## config.mk

```make
export PLATFORM = sky130hd
export DESIGN_NAME = span_request_splitter
export DESIGN_NICKNAME = d
export VERILOG_FILES = /design/src/rtl/core/srs_pkg.sv /design/src/rtl/core/srs_ctrl.sv /design/src/rtl/core/srs_dp.sv /design/src/rtl/core/span_request_splitter.sv
export SDC_FILE = /design/constraint.sdc
export NUM_CORES = 1
export LEC_CHECK = 0
export BUFFER_PORTS_ARGS = -buffer_cell sky130_fd_sc_hd__buf_2
export CAP_MARGIN = 20
export CORE_MARGIN = 8
export CORE_UTILIZATION = 50
export CTS_BUF_LIST = sky130_fd_sc_hd__clkbuf_4
export DETAILED_ROUTE_END_ITERATION = 8
export PLACE_DENSITY = 0.75
export SLEW_MARGIN = 0
export SYNTH_ARGS = -nofsm -noshare
export SYNTH_HDL_FRONTEND = slang
export SYNTH_SLANG_ARGS = --single-unit
```

## constraint.sdc

```tcl
create_clock -name clk -period 16.7 [get_ports clk]
set_clock_uncertainty 0.15 [all_clocks]
set_input_delay 3.34 -clock clk [delete_from_list [all_inputs] [get_ports clk]]
set_output_delay 3.34 -clock clk [all_outputs]
set_load 0.01 [all_outputs]
```

## src/rtl/core/srs_pkg.sv

```systemverilog
package srs_pkg;

	localparam int MAX_DISKS_DEF = 4;

	localparam int DISK_W = 2;
	localparam int BLK_W = 32;
	localparam int CNT_W = 16;
	localparam int OFF_W = 16;
	localparam int ST_W = 2;
	localparam int CNTEFF_W = 3;
	localparam int MASK_W = 4;
	localparam int CFG_IDX_W = 3;
	localparam int CFG_DATA_W = 32;
	localparam int IN_DATA_W = 64;
	localparam int OUT_DATA_W = 72;

	// register indexes of the configuration port
	localparam logic [CFG_IDX_W-1:0] REG_DISK_COUNT = 3'd0;
	localparam logic [CFG_IDX_W-1:0] REG_PRESENT_MASK = 3'd1;
	localparam logic [CFG_IDX_W-1:0] REG_DISK_SIZE0 = 3'd2;

	typedef enum logic [1:0] {
		ACT_READ = 2'd0,
		ACT_WRITE = 2'd1,
		ACT_ADMIN_READ = 2'd2,
		ACT_ADMIN_WRITE = 2'd3
	} action_t;

	typedef enum logic [ST_W-1:0] {
		ST_OK = 2'd0,
		ST_MISSING = 2'd1,
		ST_RANGE = 2'd2,
		ST_NODISK = 2'd3
	} status_t;

	typedef enum logic [2:0] {
		EMIT_SPAN,
		EMIT_RANGE,
		EMIT_ADMIN_WRITE,
		EMIT_ADMIN_READ,
		EMIT_NODISK
	} emit_kind_t;

	typedef struct packed {
		logic load_req;
		logic sum_step;
		logic walk_step;
		logic adm_step;
		logic emit;
		emit_kind_t kind;
	} srs_cmd_t;

	typedef struct packed {
		logic idx_last;
		logic range_err;
		logic span_skip;
		logic span_final;
		logic adm_hit;
		logic adm_final;
		logic no_present;
		logic out_free;
	} srs_status_t;

endpackage

```

## src/rtl/core/srs_ctrl.sv

```systemverilog
module srs_ctrl
	import srs_pkg::*;
(
	input  logic        clk,
	input  logic        arst_n,
	input  logic        in_valid,
	input  action_t     in_action,
	output logic        in_ready,
	input  srs_status_t st,
	output srs_cmd_t    cmd
);

	typedef enum logic [2:0] {
		S_IDLE,
		S_SUM,
		S_CHECK,
		S_WALK,
		S_ADMW,
		S_ADMR
	} state_t;

	state_t state_q;
	state_t state_d;
	logic   ready_q;

	always_comb begin
		cmd = '0;
		cmd.kind = EMIT_SPAN;
		state_d = state_q;
		unique case (state_q)
			S_IDLE: begin
				if (in_valid) begin
					cmd.load_req = 1'b1;
					unique case (in_action)
						ACT_READ, ACT_WRITE: state_d = S_SUM;
						ACT_ADMIN_WRITE: state_d = S_ADMW;
						ACT_ADMIN_READ: state_d = S_ADMR;
						default: state_d = S_IDLE;
					endcase
				end
			end
			S_SUM: begin
				cmd.sum_step = 1'b1;
				if (st.idx_last) begin
					state_d = S_CHECK;
				end
			end
			S_CHECK: begin
				if (st.range_err) begin
					if (st.out_free) begin
						cmd.emit = 1'b1;
						cmd.kind = EMIT_RANGE;
						state_d = S_IDLE;
					end
				end else begin
					state_d = S_WALK;
				end
			end
			S_WALK: begin
				if (st.span_skip) begin
					cmd.walk_step = 1'b1;
				end else if (st.out_free) begin
					cmd.emit = 1'b1;
					cmd.kind = EMIT_SPAN;
					if (st.span_final) begin
						state_d = S_IDLE;
					end else begin
						cmd.walk_step = 1'b1;
					end
				end
			end
			S_ADMW: begin
				priority if (st.no_present) begin
					if (st.out_free) begin
						cmd.emit = 1'b1;
						cmd.kind = EMIT_NODISK;
						state_d = S_IDLE;
					end
				end else if (!st.adm_hit) begin
					cmd.adm_step = 1'b1;
				end else if (st.out_free) begin
					cmd.emit = 1'b1;
					cmd.kind = EMIT_ADMIN_WRITE;
					if (st.adm_final) begin
						state_d = S_IDLE;
					end else begin
						cmd.adm_step = 1'b1;
					end
				end
			end
			S_ADMR: begin
				if (st.out_free) begin
					cmd.emit = 1'b1;
					cmd.kind = st.no_present ? EMIT_NODISK : EMIT_ADMIN_READ;
					state_d = S_IDLE;
				end
			end
			default: state_d = S_IDLE;
		endcase
	end

	always_ff @(posedge clk or negedge arst_n) begin
		if (!arst_n) begin
			state_q <= S_IDLE;
			ready_q <= 1'b1;
		end else begin
			state_q <= state_d;
			ready_q <= (state_d == S_IDLE);
		end
	end

	assign in_ready = ready_q;

endmodule

```

## src/rtl/core/srs_dp.sv

```systemverilog
module srs_dp
	import srs_pkg::*;
#(
	parameter int MAX_DISKS = MAX_DISKS_DEF
) (
	input  logic                  clk,
	input  logic                  arst_n,
	input  logic                  cfg_we,
	input  logic [CFG_IDX_W-1:0]  cfg_index,
	input  logic [CFG_DATA_W-1:0] cfg_data,
	input  logic [BLK_W-1:0]      in_first,
	input  logic [CNT_W-1:0]      in_count,
	input  logic [OFF_W-1:0]      in_boff,
	input  srs_cmd_t              cmd,
	output srs_status_t           st,
	output logic                  out_valid,
	input  logic                  out_ready,
	output logic [DISK_W-1:0]     out_disk,
	output logic [BLK_W-1:0]      out_block,
	output logic [OFF_W-1:0]      out_boff,
	output logic [CNT_W-1:0]      out_count,
	output status_t               out_status,
	output logic                  out_last
);

	localparam int SEL_W = (MAX_DISKS > 1) ? $clog2(MAX_DISKS) : 1;
	localparam int ACC_W = BLK_W + 2;

	// next present disk after p, stepping upward and wrapping past count - 1
	function automatic logic [DISK_W-1:0] next_present(
		input logic [DISK_W-1:0]   p,
		input logic [MASK_W-1:0]   pv,
		input logic [CNTEFF_W-1:0] c
	);
		logic [CNTEFF_W-1:0] n;
		logic [DISK_W-1:0]   res;
		logic                found;
		n = {1'b0, p};
		res = '0;
		found = 1'b0;
		for (int t = 0; t < MASK_W; t++) begin
			if (CNTEFF_W'(t) < c && !found) begin
				n = (n + 1'b1 >= c) ? '0 : n + 1'b1;
				if (pv[n[DISK_W-1:0]]) begin
					found = 1'b1;
					res = n[DISK_W-1:0];
				end
			end
		end
		return res;
	endfunction

	logic [CNTEFF_W-1:0] dcount_q;
	logic [MASK_W-1:0]   mask_q;
	logic [BLK_W-1:0]    size_q [MAX_DISKS];

	logic [BLK_W-1:0]  first_q;
	logic [CNT_W-1:0]  count_q;
	logic [OFF_W-1:0]  boff_q;
	logic [BLK_W:0]    last1_q;
	logic [ACC_W-1:0]  total_q;
	logic [ACC_W-1:0]  start_q;
	logic [ACC_W-1:0]  end_q;
	logic [DISK_W-1:0] idx_q;
	logic [DISK_W-1:0] rp_q;
	logic              started_q;

	logic              out_valid_q;
	logic [DISK_W-1:0] out_disk_q;
	logic [BLK_W-1:0]  out_block_q;
	logic [OFF_W-1:0]  out_boff_q;
	logic [CNT_W-1:0]  out_count_q;
	status_t           out_status_q;
	logic              out_last_q;

	logic [CNTEFF_W-1:0] c_eff;
	logic [MASK_W-1:0]   pv;
	logic [CNTEFF_W-1:0] idx_inc;
	logic [CNTEFF_W-1:0] cfg_slot;
	logic [BLK_W-1:0]    size_cur;
	logic [BLK_W-1:0]    size_nxt;
	logic [ACC_W-1:0]    first_x;
	logic [ACC_W-1:0]    last1_x;
	logic [ACC_W-1:0]    span_lo;
	logic [ACC_W-1:0]    span_hi;
	logic [ACC_W-1:0]    span_blk;
	logic [ACC_W-1:0]    span_off;
	logic [ACC_W-1:0]    span_cnt;
	logic                adm_final;
	logic [DISK_W-1:0]   rp_eff;
	logic [DISK_W-1:0]   rp_nxt;

	always_comb begin
		if (dcount_q == '0) begin
			c_eff = CNTEFF_W'(1);
		end else if (dcount_q > CNTEFF_W'(MAX_DISKS)) begin
			c_eff = CNTEFF_W'(MAX_DISKS);
		end else begin
			c_eff = dcount_q;
		end
	end

	always_comb begin
		for (int j = 0; j < MASK_W; j++) begin
			pv[j] = mask_q[j] && (CNTEFF_W'(j) < c_eff);
		end
	end

	assign idx_inc = {1'b0, idx_q} + 1'b1;
	assign cfg_slot = cfg_index - REG_DISK_SIZE0;
	assign size_cur = size_q[idx_q[SEL_W-1:0]];
	assign size_nxt = (idx_inc < CNTEFF_W'(MAX_DISKS)) ? size_q[idx_inc[SEL_W-1:0]] : '0;

	// overlap of the request with the disk held in start_q .. end_q
	assign first_x = {2'b00, first_q};
	assign last1_x = {1'b0, last1_q};
	assign span_lo = (first_x < start_q) ? start_q : first_x;
	assign span_hi = (last1_x < end_q) ? last1_x : end_q;
	assign span_blk = span_lo - start_q;
	assign span_off = span_lo - first_x;
	assign span_cnt = span_hi - span_lo;

	always_comb begin
		adm_final = 1'b1;
		for (int j = 0; j < MASK_W; j++) begin
			if (DISK_W'(j) > idx_q && pv[j]) begin
				adm_final = 1'b0;
			end
		end
	end

	assign rp_eff = started_q ? rp_q : next_present(rp_q, pv, c_eff);
	assign rp_nxt = next_present(rp_eff, pv, c_eff);

	always_comb begin
		st.idx_last = ({1'b0, idx_q} == c_eff - 1'b1);
		st.range_err = (count_q == '0) || (last1_x > total_q);
		st.span_skip = (first_x >= end_q);
		st.span_final = (last1_x <= end_q);
		st.adm_hit = pv[idx_q];
		st.adm_final = adm_final;
		st.no_present = (pv == '0);
		st.out_free = !out_valid_q || out_ready;
	end

	always_ff @(posedge clk or negedge arst_n) begin
		if (!arst_n) begin
			dcount_q <= CNTEFF_W'(1);
			mask_q <= '1;
			for (int j = 0; j < MAX_DISKS; j++) begin
				size_q[j] <= '0;
			end
		end else if (cfg_we) begin
			if (cfg_index == REG_DISK_COUNT) begin
				dcount_q <= cfg_data[CNTEFF_W-1:0];
			end else if (cfg_index == REG_PRESENT_MASK) begin
				mask_q <= cfg_data[MASK_W-1:0];
			end else if (cfg_index >= REG_DISK_SIZE0 && cfg_slot < CNTEFF_W'(MAX_DISKS)) begin
				size_q[cfg_slot[SEL_W-1:0]] <= cfg_data[BLK_W-1:0];
			end
		end
	end

	always_ff @(posedge clk) begin
		if (cmd.load_req) begin
			first_q <= in_first;
			count_q <= in_count;
			boff_q <= in_boff;
			last1_q <= {1'b0, in_first} + {{(BLK_W-CNT_W+1){1'b0}}, in_count};
		end
	end

	always_ff @(posedge clk or negedge arst_n) begin
		if (!arst_n) begin
			idx_q <= '0;
			total_q <= '0;
			start_q <= '0;
			end_q <= '0;
		end else begin
			if (cmd.load_req) begin
				idx_q <= '0;
				total_q <= '0;
			end else if (cmd.sum_step) begin
				total_q <= total_q + {2'b00, size_cur};
				if (st.idx_last) begin
					idx_q <= '0;
					start_q <= '0;
					end_q <= {2'b00, size_q[0]};
				end else begin
					idx_q <= idx_inc[DISK_W-1:0];
				end
			end else if (cmd.walk_step || cmd.adm_step) begin
				idx_q <= idx_inc[DISK_W-1:0];
				start_q <= end_q;
				end_q <= end_q + {2'b00, size_nxt};
			end
		end
	end

	always_ff @(posedge clk or negedge arst_n) begin
		if (!arst_n) begin
			rp_q <= '0;
			started_q <= 1'b0;
		end else if (cmd.emit && cmd.kind == EMIT_ADMIN_READ) begin
			rp_q <= rp_nxt;
			started_q <= 1'b1;
		end
	end

	always_ff @(posedge clk or negedge arst_n) begin
		if (!arst_n) begin
			out_valid_q <= 1'b0;
		end else if (cmd.emit) begin
			out_valid_q <= 1'b1;
		end else if (out_ready) begin
			out_valid_q <= 1'b0;
		end
	end

	always_ff @(posedge clk) begin
		if (cmd.emit) begin
			unique case (cmd.kind)
				EMIT_SPAN: begin
					out_disk_q <= idx_q;
					out_block_q <= span_blk[BLK_W-1:0];
					out_boff_q <= span_off[OFF_W-1:0];
					out_count_q <= span_cnt[CNT_W-1:0];
					out_status_q <= pv[idx_q] ? ST_OK : ST_MISSING;
					out_last_q <= st.span_final;
				end
				EMIT_ADMIN_WRITE: begin
					out_disk_q <= idx_q;
					out_block_q <= first_q + 1'b1;
					out_boff_q <= boff_q;
					out_count_q <= count_q;
					out_status_q <= ST_OK;
					out_last_q <= adm_final;
				end
				EMIT_ADMIN_READ: begin
					out_disk_q <= rp_eff;
					out_block_q <= first_q + 1'b1;
					out_boff_q <= boff_q;
					out_count_q <= count_q;
					out_status_q <= pv[rp_eff] ? ST_OK : ST_MISSING;
					out_last_q <= 1'b1;
				end
				EMIT_RANGE, EMIT_NODISK: begin
					out_disk_q <= '0;
					out_block_q <= '0;
					out_boff_q <= '0;
					out_count_q <= '0;
					out_status_q <= (cmd.kind == EMIT_RANGE) ? ST_RANGE : ST_NODISK;
					out_last_q <= 1'b1;
				end
				default: begin
					out_disk_q <= '0;
					out_block_q <= '0;
					out_boff_q <= '0;
					out_count_q <= '0;
					out_status_q <= ST_NODISK;
					out_last_q <= 1'b1;
				end
			endcase
		end
	end

	assign out_valid = out_valid_q;
	assign out_disk = out_disk_q;
	assign out_block = out_block_q;
	assign out_boff = out_boff_q;
	assign out_count = out_count_q;
	assign out_status = out_status_q;
	assign out_last = out_last_q;

endmodule

```

## src/rtl/core/span_request_splitter.sv

```systemverilog
// sequence: a read or write is accepted, the disk sizes are summed serially on one adder, the range
// is checked, then the member disks are walked in order, one disk per cycle unless the output stalls
// throughput: one request at a time, limited by the serial size sum and the disk walk; a new request
// is accepted only after the previous one has issued its last sub-request
// reset: arst_n asynchronous active low; clears the output, the round robin pointer and restores
// disk_count 1, present_mask all ones and all disk sizes zero
module span_request_splitter
	import srs_pkg::*;
#(
	parameter int MAX_DISKS = MAX_DISKS_DEF
) (
	input  logic                  clk,
	input  logic                  arst_n,
	input  logic                  cfg_we,
	input  logic [CFG_IDX_W-1:0]  cfg_index,
	input  logic [CFG_DATA_W-1:0] cfg_data,
	input  logic                  s_tvalid,
	output logic                  s_tready,
	// first_block[31:0], block_count[47:32], buffer_offset_in[63:48]
	input  logic [IN_DATA_W-1:0]  s_tdata,
	// action[1:0]
	input  logic [1:0]            s_tuser,
	output logic                  m_tvalid,
	input  logic                  m_tready,
	// disk_index[1:0], disk_block[33:2], buffer_offset[49:34], sub_count[65:50], zero fill
	output logic [OUT_DATA_W-1:0] m_tdata,
	// status[1:0]
	output logic [ST_W-1:0]       m_tuser,
	output logic                  m_tlast
);

	srs_cmd_t          cmd;
	srs_status_t       st;
	logic [DISK_W-1:0] out_disk;
	logic [BLK_W-1:0]  out_block;
	logic [OFF_W-1:0]  out_boff;
	logic [CNT_W-1:0]  out_count;
	status_t           out_status;

	srs_ctrl u_ctrl (
		.clk       (clk),
		.arst_n    (arst_n),
		.in_valid  (s_tvalid),
		.in_action (action_t'(s_tuser)),
		.in_ready  (s_tready),
		.st        (st),
		.cmd       (cmd)
	);

	srs_dp #(
		.MAX_DISKS (MAX_DISKS)
	) u_dp (
		.clk        (clk),
		.arst_n     (arst_n),
		.cfg_we     (cfg_we),
		.cfg_index  (cfg_index),
		.cfg_data   (cfg_data),
		.in_first   (s_tdata[31:0]),
		.in_count   (s_tdata[47:32]),
		.in_boff    (s_tdata[63:48]),
		.cmd        (cmd),
		.st         (st),
		.out_valid  (m_tvalid),
		.out_ready  (m_tready),
		.out_disk   (out_disk),
		.out_block  (out_block),
		.out_boff   (out_boff),
		.out_count  (out_count),
		.out_status (out_status),
		.out_last   (m_tlast)
	);

	assign m_tdata = {6'b0, out_count, out_boff, out_block, out_disk};
	assign m_tuser = out_status;

endmodule

```

# After elaboration in Yosys (flattened, before gate mapping)
# Index checks and enable logic that the tools add are counted.
# W data, S select, Z words.
[word_totals] in_bits=106 register_bits=413
[classes] order_cmp=39 n_addsub=18 reduce_logical=47 bitwise=6 mux=139 eq_ne=15
[op_table] cell="$mux W34" n=8
[op_table] cell="$mux W32" n=7
[op_table] cell="$bmux W32 S2" n=2
[op_table] cell="$bwmux W128" n=1
[op_table] cell="$mux W3" n=26
[op_table] cell="$add A34 B32 Y34" n=2
[op_table] cell="$demux W32 S2" n=1
[op_table] cell="$pmux W16 S2" n=2
[op_table] cell="$pmux W32 S2" n=1
[op_table] cell="$mux W2" n=23
[op_table] cell="$mux W1" n=42
[op_table] cell="$ge A32 B34 Y1" n=1
[op_table] cell="$gt A33 B34 Y1" n=1
[op_table] cell="$le A33 B34 Y1" n=1
[op_table] cell="$lt A32 B34 Y1" n=1
[op_table] cell="$lt A33 B34 Y1" n=1
[op_table] cell="$add A32 B16 Y33" n=1
[op_table] cell="$add A32 B1 Y32 const B" n=1
[op_table] cell="$mux W4" n=8
[op_table] cell="$sub A16 B16 Y16" n=2
[op_table] cell="$sub A32 B32 Y32" n=1
[op_table] cell="$lt A2 B3 Y1 const B" n=10
[op_table] cell="$ge A3 B3 Y1" n=8
[op_table] cell="$bmux W1 S2" n=10
[op_table] cell="43 further kinds" n=103

# Longest topological paths before layout
# Gate-level depths: netlist of run 1.
[logic_depth] ltp_word=45 ltp_mapped=60

# Cells and area by module
# Synthesis of run 1 repeated with hierarchy kept, for this count alone.
[hier_totals] hier_cells=2924 hier_area_um2=29863.6
[by_module_without_submodules] module="srs_dp" cells_each=2871 instances=1 seq_area_each_um2=11071.9 area_per_inst_um2=29415.7
[by_module_without_submodules] module="srs_ctrl" cells_each=46 instances=1 seq_area_each_um2=101.3 area_per_inst_um2=399.1
[by_module_without_submodules] module="span_request_splitter" cells_each=7 instances=1 seq_area_each_um2=0.0 area_per_inst_um2=48.8

# Worst setup path after synthesis of run 1
# Ideal clock, no wire load.
[synth_timing] path_kind="input to register" startpoint="in s_tvalid" endpoint="reg u_dp.total_q[25]" t_arrival_ns=14.714 cell_stages=6 path_slack_ns=1.702 cell_sequence="nor4b_1 nor2_1 clkbuf_1 clkbuf_1 nand2_1 o21ai_0"
[synth_between] elab_chain_len=3 word_cells_on_any_way=4
[synth_rtl] element="start: declaration" line="span_request_splitter.sv:17" source="input logic s_tvalid,"
[synth_rtl] element="$mux W1 (*)" line="srs_ctrl.sv:32" source="if (in_valid) begin"
[synth_rtl] element="$mux W1 (*)" line="srs_ctrl.sv:30" source="unique case (state_q)"
[synth_rtl] element="$mux W34 or $reduce_bool A2 Y1 (tied branches)"
[synth_rtl] element="end signal: assignment" line="srs_dp.sv:184" source="total_q <= total_q + {2'b00, size_cur};"
[synth_rtl] element="end: declaration" line="srs_dp.sv:61" source="logic [ACC_W-1:0] total_q;"
# Mark *: on every way between the ends. The rest lies on a longest branch, timed or not.
# A chain may end at the register's enable or synchronous reset.

# Final worst setup path of run 1
[layout_timing] startpoint="reg u_dp.dcount_q[0]" endpoint="reg u_dp.rp_q[1]"
[layout_between] elab_chain_len=45 word_cells_on_any_way=108
[layout_rtl] element="start: declaration" line="srs_dp.sv:53" source="logic [CNTEFF_W-1:0] dcount_q;"
[layout_rtl] element="start signal: assignment" line="srs_dp.sv:155" source="dcount_q <= cfg_data[CNTEFF_W-1:0];"
[layout_rtl] element="$gt A3 B3 Y1" line="srs_dp.sv:96" source="end else if (dcount_q > CNTEFF_W'(MAX_DISKS)) begin"
[layout_rtl] element="$mux W3" line="srs_dp.sv:96"
[layout_rtl] element="$mux W3 (*)" line="srs_dp.sv:94" source="if (dcount_q == '0) begin"
[layout_rtl] element="branches (longest 42 deep; another with $ge A3 B3 Y1)"
[layout_rtl] element="end signal: assignment" line="srs_dp.sv:205" source="rp_q <= rp_nxt;"
[layout_rtl] element="end: declaration" line="srs_dp.sv:65" source="logic [DISK_W-1:0] rp_q;"
# Mark *: on every way between the ends. The select of a mux whose other input is x is not followed.

==> impl_metrics.tcl, run 1 <==
set metrics [dict create \
    outcome "complete, no violations" \
    synth.avg_cell_area_um2 10.0 \
    grt_use_met2_pct 35.2 \
    met1_usage_pct 31.6 \
    ys_seq_elements 413 \
    wl_per_cell_um 19.3 \
    final_nets 3564 \
    num_vias 23400 \
    cts_tree "done" \
    use_met3_pct 4.24 \
    grt_max_degree 116 \
    drv_cap 0 \
    numCtsBuffers 112 \
    antenna_found_initial 14 \
    netlist.area_leader.share_pct 20.5 \
    clk_path_buf_depth 3 \
    top_usage_layer "met2" \
    timing.slew.headroom_pct 34.2 \
    antenna_left 0 \
    portBuffers 176 \
    yosysUniqueCellTypes 93 \
    firstDrtPassIters 5 \
    yosys.area.top_type "dfrtp_1" \
    drive_gt1_share_pct 20.3 \
    die_area_um2 67000 \
    final_cell_mix "ha_1 (298), nand2_1 (250), dfrtp_1 (239)" \
    hold_path_class "register to register" \
    crit_path_frequent_cell "ha_1" \
    period_share_pct 81.8 \
    die-width_um 259 \
    cts_resized 0 \
    min_from "u_dp.boff_q[7]$_DFFE_PP_" \
    final_common_cell "ha_1" \
    setup_viol 0 \
    tightestPinTransition_ps 986 \
    start_util_pct 50.2 \
    clk_pin_slew_ps 60 \
    synth_area_leaders "dfrtp_1 (20%), edfxtp_1 (17%), ha_1 (13%)" \
    fmax_ghz 0.0732 \
    fin_setup_tns_ps 0 \
    startpoint_type "register" \
    grt_setup_unrepaired "false" \
    crit_path_max_incr_delay_ps 540 \
    grt_pass1_vias 22800 \
    viasPerCell 5.83 \
    coreArea_um2 58700 \
    die_y_um 259 \
    cts.sinks 413 \
    h-tree-depth 3 \
    ys_seq_area_share_pct 37.9 \
    syn_area_um2 29500 \
    gp_congestion 0.920 \
    syn_inst 2934 \
    rows 89 \
    gr-total-overflow 0 \
    syn_to_final_growth_pct 11.0 \
    drc 0 \
    synth_enable_flop_cells 166 \
    criticalPathCategory "register to register" \
    post_cts.repair.setup_buffers 0 \
    async_reset_ff_share_pct 59.8 \
    grt.total_usage_pct 22.5 \
    crit_path_end_kind "register" \
    hold_buffers 0 \
    rr_startpoint "u_dp.dcount_q[0]$_DFFE_PN1P_" \
    grt_pass1_wl_mm 123 \
    hpwl_mm 58.7 \
    synth_warnings 0 \
    clk_latency_ps 900 \
    min_period_ps 13670 \
    hold_viol_final 0 \
    num_io_pins 183 \
    crit_start "u_dp.dcount_q[0]$_DFFE_PN1P_" \
    drv_slew 0 \
    drt_iter0_drc 1734 \
    critPathMaxFanout 10 \
    crit_arrival_ps 14260 \
    cts_root_buffer "clkbuf_4" \
    ys_dominant_reg_cell "dfrtp_1" \
    worstPathRequired_ps 17290 \
    cp_slowest_cell "dfstp_2" \
    drt-total-wl_mm 77.3 \
]
[sequential cells by signal, indices dropped and copies added, names as in the netlist, 3 cells and up]
name,count
u_dp.last1_q,33
u_dp.mask_q,4
u_dp.start_q,34
u_dp.out_count,16
u_dp.first_q,32
u_dp.end_q,34
u_dp.dcount_q,3
u_dp.size_q,128
u_dp.total_q,34
u_dp.out_boff,16
u_dp.count_q,16
u_ctrl.state_q,3
u_dp.boff_q,16
u_dp.out_block,32
[cells in the mapped netlist (all sizes together) (8+ instances only)]
library cell / n
ha: 299
nor3b: 8
nand3b: 24
and2: 12
and3: 25
clkbuf: 77
and4: 8
nand2b: 42
a21oi: 135
buf: 29
nand2: 250
o31ai: 16
o21ai: 232
nor4: 11
nand3: 75
a21o: 85
a211oi: 33
or2: 13
or3: 18
mux2: 154
xor2: 65
inv: 196
o21a: 21
nor2: 167
a31oi: 20
o22ai: 11
o211ai: 17
nor2b: 71
a21boi: 22
xnor2: 83
mux4: 64
o2111ai: 10
dfrtp: 241
a22o: 20
nand4: 41
nor3: 49
edfxtp: 166
[area by class of cell]
class | instances | area (µm²)
Antenna cell | 5 | 12.5
Sequential cell | 413 | 11200
Clock buffer | 175 | 1310
Fill cell | 5134 | 26000
Timing Repair Buffer | 206 | 1120
Multi-Input combinational cell | 2223 | 17200
Tap cell | 773 | 967
Inverter | 197 | 741
Clock inverter | 22 | 143
[metrics by stage]
stage               hold WS (ps)  setup WS, ps  instances  instance area, µm²  utilization (%)
floorplan                    327          1700       2939               29500                -
global placement             338          3200       3812               31200             53.2
detailed placement           357          3100       3812               31200             53.2
CTS                          371          3050       4009               32700             55.7
global route                 390          2060       4010               32700             55.7
finish                       366          3030       4014               32700             55.7
[critical path, delay by kind of cell (launching register included)]
family | cells | cell delay [ps]
DFF | 1 | 540
adders and majority gates | 14 | 3950
AOI/OAI and AO/OA | 15 | 4130
muxes | 1 | 300
xor gates and xnor gates | 2 | 280
and+or+nand+nor | 18 | 3120
buffers and inverters | 8 | 1060
[metal layers]
metal  wire length (µm)  vias up  part of all wire [%]
li1                   -    11300                     -
met4               1750       20                   2.3
met1              35100    11200                    45
met5                115        -                  0.15
met3               5470      131                   7.1
met2              34900      709                    45
[logic make-up after synthesis]
kind of cell / count (synthesis) / share of synthesized area (%)
buffers and inverters: 303 / 3.97
muxes: 223 / 11.0
DFF: 413 / 37.9
adders and majority gates: 309 / 13.2
and+or+nand+nor: 833 / 14.0
AOI/OAI and AO/OA: 703 / 15.4
xor gates and xnor gates: 149 / 4.47
other: 1 / 0.0127
[path summary, 6_finish.rpt]
check                      slack (ps)                             end  cells after the start
setup / recovery                 3030        u_dp.rp_q[1]$_DFFE_PN0P_                     58
min in group asynchronous        2420     u_dp.size_q[94]$_DFFE_PN0P_                      1
max in group asynchronous       12350       u_dp.idx_q[0]$_DFFE_PN0P_                      2
hold / removal                    370  u_dp.out_boff[7]$_SDFFCE_PN0P_                      2
setup reg to reg                 3030        u_dp.rp_q[1]$_DFFE_PN0P_                     58
hold reg to reg                   370  u_dp.out_boff[7]$_SDFFCE_PN0P_                      2
Power of run 1 is left out: the tool's default activity adds up to more than one toggle a clock period on the data nets, which glitch-free logic cannot reach.
==> inputs of run 2 (changes only) <==
- ABC_AREA: default -> 1
- clock period: 16.7 -> 13.27 ns (I/O delays scaled with it)
==> run 2 against run 1 <==
Net effect: final cell count rose by 14%; critical path depth is 12 higher; maximum frequency up 15%; flip-flop and latch count unchanged; sequential share of layout area rose by 0.99 points; synthesized cell count increased by 21%; global-route usage up 1.7 points; hold slack got worse by 22 ps; die area fell by 2.5%; register-to-register slack lost 1700 ps; utilization is 0.41 points higher; first-iteration DRC count rose by 24%.
==> impl_metrics.tcl, run 2 <==
set metrics [dict create \
    outcome "complete, no violations" \
    die_y_um 256 \
    synth.avg_cell_area_um2 8.08 \
    largest_reg_flops 128 \
    synth.area.mux_share_pct 0 \
    post_cts.repair.setup_buffers 0 \
    critPathMaxFanout 10 \
    numCtsBuffers 112 \
    num_vias 25700 \
    intPower_mw 4.96 \
    hold_path_class "register to register" \
    grt_pass1_wl_mm 131 \
    timing.slew.headroom_pct 25.5 \
    drc 0 \
    syn_area_um2 28700 \
    ys_seq_area_share_pct 39.0 \
    drv_cap 0 \
    preCtsSetupSlack_ps 1340 \
    crit_path_frequent_cell "ha_1" \
    viasPerCell 5.59 \
    hold_buffers 0 \
    use_met3_pct 3.61 \
    syn_inst 3551 \
    cp_slowest_cell "dfstp_2" \
    synth_warnings 0 \
    rows 87 \
    synth_enable_flop_cells 166 \
    final_common_cell "nand2_1" \
    period_share_pct 89.9 \
    final_nets 4156 \
    crit_path_end_kind "register" \
    grt_setup_unrepaired "false" \
    ir_drop_v 0.000180 \
    clk_path_buf_depth 3 \
    tightestPinTransition_ps 1110 \
    top_usage_layer "met2" \
    grt_pass1_vias 25300 \
    cellLeakagePower_nw 15.1 \
    yosys.area_share.adder_pct 13.5 \
    worstPathRequired_ps 13870 \
    swShare_pct 49.6 \
    firstDrtPassIters 5 \
    die_area_um2 65300 \
    cts_tree "done" \
    clk_pin_slew_ps 70 \
    yosysUniqueCellTypes 74 \
    dpl_cell_area_um2 30200 \
    h-tree-depth 3 \
    hpwl_mm 58.3 \
    drv_slew 0 \
    gr-total-overflow 0 \
    startpoint_type "register" \
    gp_congestion 0.915 \
    grt_max_degree 107 \
    clk_latency_ps 880 \
    yosys-top-cells-count "nand2_1 (588), o21ai_0 (473), inv_1 (405)" \
    seqPwrFrac_pct 23.3 \
    drive_gt1_share_pct 12.6 \
    setup_ws_ps 1340 \
    synth-simple-area-share_pct 17.5 \
    utilization_pct 56.1 \
    synth_compound_area_share_pct 19.6 \
    criticalPathCategory "register to register" \
    power_mw 9.85 \
    cts_root_buffer "clkbuf_4" \
    clockPowerShare_pct 11.8 \
    regMostFlops "u_dp.size_q" \
    met1_usage_pct 29.7 \
    synth_area_leaders "dfrtp_1 (21%), edfxtp_1 (17%), ha_1 (13%)" \
    netlist.area_leader.share_pct 21.0 \
    portBuffers 176 \
    wl_per_cell_um 17.7 \
    switchingPower_mw 4.89 \
    crit_arrival_ps 12520 \
    fmax_ghz 0.0839 \
    antenna_found_initial 3 \
    drt-total-wl_mm 81.2 \
    synth_top_family_by_area "compound AO/OA/AOI/OAI gates" \
    power_frac_comb_pct 64.9 \
    min_period_ps 11930 \
    yosys.cell_count.top_type "nand2_1" \
    drt_iter0_drc 2142 \
    setup_viol 0 \
    ys_dominant_reg_cell "dfrtp_1" \
    coreArea_um2 56600 \
    async_reset_ff_share_pct 59.8 \
    fillerInstances 5232 \
    yosys.area.top_type "dfrtp_1" \
    power_density_nw_per_um2 310 \
    ys_seq_elements 413 \
    syn_to_final_growth_pct 10.8 \
    fin_setup_tns_ps 0 \
    start_util_pct 50.7 \
    stdcell_area_um2 31800 \
    grt.total_usage_pct 24.3 \
    die-width_um 256 \
    cts.sinks 413 \
    grt_use_met2_pct 42.0 \
    final_cell_mix "nand2_1 (587), o21ai_0 (473), inv_1 (403)" \
    antenna_left 0 \
    synthXorXnorAreaFrac_pct 3.08 \
    num_io_pins 183 \
    crit_path_max_incr_delay_ps 540 \
    hold_viol_final 0 \
]
run 2: cell types whose count changed after synthesis, sizes merged, moves of 107 or more:
cell | before | now
a21oi | 135 | 298
inv | 196 | 416
mux2 | 154 | 0
nand2 | 250 | 612
nor2 | 167 | 319
o21ai | 232 | 481
o22ai | 11 | 118
run 2: path summary, 6_finish.rpt:
| kind | endpoint | slack, ps | cells past startpoint | start |
|---|---|---|---|---|
| max reg2reg | u_dp.rp_q[0]$_DFFE_PN0P_ | 1340 | 70 | u_dp.dcount_q[0]$_DFFE_PN1P_ |
| max in group asynchronous | u_dp.start_q[31]$_DFFE_PN0P_ | 9820 | 2 | arst_n |
| max | u_dp.rp_q[0]$_DFFE_PN0P_ | 1340 | 70 | u_dp.dcount_q[0]$_DFFE_PN1P_ |
| min | u_dp.mask_q[2]$_DFFE_PN1P_ | 340 | 2 | u_dp.mask_q[2]$_DFFE_PN1P_ |
| min reg2reg | u_dp.mask_q[2]$_DFFE_PN1P_ | 340 | 2 | u_dp.mask_q[2]$_DFFE_PN1P_ |
| min in group asynchronous | u_dp.size_q[69]$_DFFE_PN0P_ | 1680 | 1 | arst_n |
run 2: layout make-up:
| type | count | area, µm² | share of cell area [%] |
|---|---|---|---|
| timing repair buffer | 203 | 1150 | 3.63 |
| multi-input combinational | 2595 | 15500 | 48.7 |
| clock inverter | 28 | 123 | 0.386 |
| inverter | 420 | 1590 | 4.99 |
| tap | 756 | 946 | 2.98 |
| sequential | 413 | 11200 | 35.2 |
| antenna | 5 | 12.5 | 0.0394 |
| clock buffer | 174 | 1310 | 4.11 |
run 2: metal layers:
layer	vias to the layer above	share of wire (%)	routed length, µm
li1	12700	-	-
met2	829	49	39700
met5	-	0	0
met4	0	4.1	3310
met3	185	5.9	4790
met1	11900	41	33400
run 2: power by group through the flow:
stage | Combinational, mW | Clock (mW) | Sequential (mW)
floorplan | 4.71 | 0 | 2.29
global placement | 6.15 | 0 | 2.31
detailed placement | 6.28 | 0 | 2.32
CTS | 6.33 | 1.18 | 2.30
global route | 7.24 | 1.25 | 2.35
finish | 6.39 | 1.16 | 2.30
run 2: through the flow:
step	hold WS, ps	std cells
after global placement	330	4384
after CTS	347	4586
final	344	4594
after floorplan	314	3556
after global routing	370	4592
after detailed placement	336	4384
run 2: logic make-up (layout without fill, tap and decap cells):
kind of cell,count (synthesis),in the layout
compound gates,1019,1019
xor+xnor,101,101
fa+ha+maj,305,305
buf+inv,548,825
flops,413,413
other cells,1,11
simple gates,1164,1164
run 2: critical path, delay by kind of cell (launching register included):
family,cells,cell delay (ps)
buffers and inverters,13,1140
AOI/OAI and AO/OA,13,3070
xor gates and xnor gates,5,850
DFF,1,540
and+or+nand+nor,26,2940
adders and majority gates,13,3110
run 2: repair_timing:
item,CTS,global route
gates resized for setup,0,1
endpoints found under the hold margin,0,0
endpoints found under the setup margin,0,1
No activity file was read; power rests on OpenSTA's default activity.
==> inputs of run 3 (changes only) <==
- CTS_BUF_LIST: sky130_fd_sc_hd__clkbuf_4 -> sky130_fd_sc_hd__clkbuf_4 sky130_fd_sc_hd__clkbuf_8 sky130_fd_sc_hd__clkbuf_16
==> run 3 against run 2 <==
Net effect: non-clock buffer count is 1 lower; clock-buffer cell count shrank 110; hold slack got worse by 1.8 ps; utilization is 0.13 points higher; sequential share of layout area down 0.083 points; wire length shrank 0.46%; cell area up 0.24%; die area stayed put; final cell count is 2.6% lower; first-iteration DRC count is 1.7% lower; global-route usage shrank 0.23 points; flip-flop and latch count unchanged; critical endpoint unchanged.
==> impl_metrics.tcl, run 3 (same netlist as run 2, synthesis figures left out) <==
set metrics [dict create \
    coreArea_um2 56600 \
    grt_setup_unrepaired "false" \
    num_io_pins 183 \
    worstHoldEndpoint "u_dp.mask_q[3]$_DFFE_PN1P_" \
    cts_root_buffer "clkbuf_16" \
    min_from "u_dp.mask_q[3]$_DFFE_PN1P_" \
    clk_latency_ps 610 \
    drv_slew 0 \
    grt_max_degree 107 \
    drv_cap 0 \
    firstDrtPassIters 6 \
    criticalPathCategory "register to register" \
    largest_reg_flops 128 \
    die-width_um 256 \
    fin_setup_tns_ps 0 \
    drt_iter0_drc 2105 \
    outcome "complete, no violations" \
    tightestPinTransition_ps 1140 \
    grt_pass1_wl_mm 130 \
    gp_congestion 0.915 \
    period_share_pct 89.9 \
    syn_to_final_growth_pct 11.0 \
    antenna_found_initial 1 \
    wl_per_cell_um 18.1 \
    clk_pin_slew_ps 60 \
    reg2reg_slack_ps 1340 \
    rows 87 \
    final_cell_mix "nand2_1 (587), o21ai_0 (473), inv_1 (403)" \
    numCtsBuffers 48 \
    die_y_um 256 \
    hold_path_class "register to register" \
    rr_worst_depth 69 \
    crit_arrival_ps 12260 \
    startpoint_type "register" \
    cts.sinks 413 \
    portBuffers 176 \
    multi_input_area_um2 15500 \
    crit_path_end_kind "register" \
    hold_buffers 0 \
    min_period_ps 11930 \
    cts_tree "done" \
    viasPerCell 5.64 \
    antenna_left 0 \
    drive_gt1_share_pct 10.3 \
    final_nets 4091 \
    grt.total_usage_pct 24.0 \
    gr-total-overflow 0 \
    clk_path_buf_depth 3 \
    timing.slew.headroom_pct 23.6 \
    die_area_um2 65300 \
    final_common_cell "nand2_1" \
    fillerInstances 5169 \
    drt-total-wl_mm 80.8 \
    rr_endpoint "u_dp.rp_q[0]$_DFFE_PN0P_" \
    ff_latch_area_um2 11200 \
    setup_viol 0 \
    hold_viol_final 0 \
    drc 0 \
    h-tree-depth 2 \
    grt_pass1_vias 24700 \
    fmax_ghz 0.0838 \
    hpwl_mm 58.3 \
    critPathMaxFanout 10 \
    start_util_pct 50.7 \
    crit_path_max_incr_delay_ps 530 \
    cp_slowest_cell "dfstp_2" \
    num_vias 25200 \
    regMostFlops "u_dp.size_q" \
    hold_depth 2 \
    worstPathRequired_ps 13600 \
    rr_startpoint "u_dp.dcount_q[0]$_DFFE_PN1P_" \
]
## run 3: cell types whose count changed in the layout (fill, tap and decap cells not counted)
cell,delta
buf_16,-1
bufinv_16,+2
clkbuf_16,+49
clkbuf_4,-164
clkbuf_8,+5
clkinv_1,-17
clkinv_2,+9
clkinvlp_4,+1
diode_2,-3
inv_2,-3
inv_6,+1
## run 3: metal layers
layer,vias up,GRT usage (%),wire [µm]
li1,12500,-,-
met1,11800,30.1,34100
met2,747,41.6,39200
met3,167,2.92,4080
met4,0,10.3,3430
met5,-,0,0
## run 3: worst max path at each step
stage / from / endpoint / depth (start not counted)
2_1_floorplan: u_dp.dcount_q[0]$_DFFE_PN1P_ / u_dp.rp_q[0]$_DFFE_PN0P_ / 68
3_3_place_gp: u_dp.dcount_q[0]$_DFFE_PN1P_ / u_dp.rp_q[0]$_DFFE_PN0P_ / 68
3_5_place_dp: u_dp.dcount_q[0]$_DFFE_PN1P_ / u_dp.rp_q[0]$_DFFE_PN0P_ / 69
4_1_cts: u_dp.dcount_q[0]$_DFFE_PN1P_ / u_dp.rp_q[0]$_DFFE_PN0P_ / 69
5_1_grt: u_dp.dcount_q[1]$_DFFE_PN0P_ / u_dp.rp_q[0]$_DFFE_PN0P_ / 68
6_report: u_dp.dcount_q[0]$_DFFE_PN1P_ / u_dp.rp_q[0]$_DFFE_PN0P_ / 69
## run 3: stage by stage
step | setup WS (ps) | cell area, µm² | utilization [%] | cells | hold WS, ps
floorplan | 2320 | 28700 | - | 3556 | 314
global placement | 1390 | 30200 | 53.4 | 4384 | 330
detailed placement | 1340 | 30200 | 53.4 | 4384 | 336
CTS | 1280 | 31800 | 56.1 | 4469 | 344
global route | 53.6 | 31800 | 56.3 | 4472 | 367
finish | 1340 | 31800 | 56.3 | 4473 | 342
## run 3: repair_timing
action	4_1_cts	5_1_grt
endpoints found under the setup margin	0	1
resized for setup	0	1
buffers inserted	0	0
## run 3: critical path, delay by kind of cell, from the launching register on
| kind | cells | cell delay (ps) |
|---|---|---|
| AO/OA/AOI/OAI | 13 | 3090 |
| XOR/XNOR | 4 | 690 |
| adder cells (fa/ha/maj) | 12 | 2980 |
| buffers and inverters | 13 | 1140 |
| flip-flops | 1 | 530 |
| AND/OR/NAND/NOR | 27 | 3240 |
## run 3: final cells by class
class                      count  share of cell area, %
clock buffer                  64                   4.30
multi-input combinational   2595                   48.6
clock inverter                21                  0.530
timing repair buffer         202                   3.54
tap                          756                   2.97
antenna                        2                 0.0157
sequential                   413                   35.1
inverter                     420                   4.98
Power of run 3 is left out for the same reason.
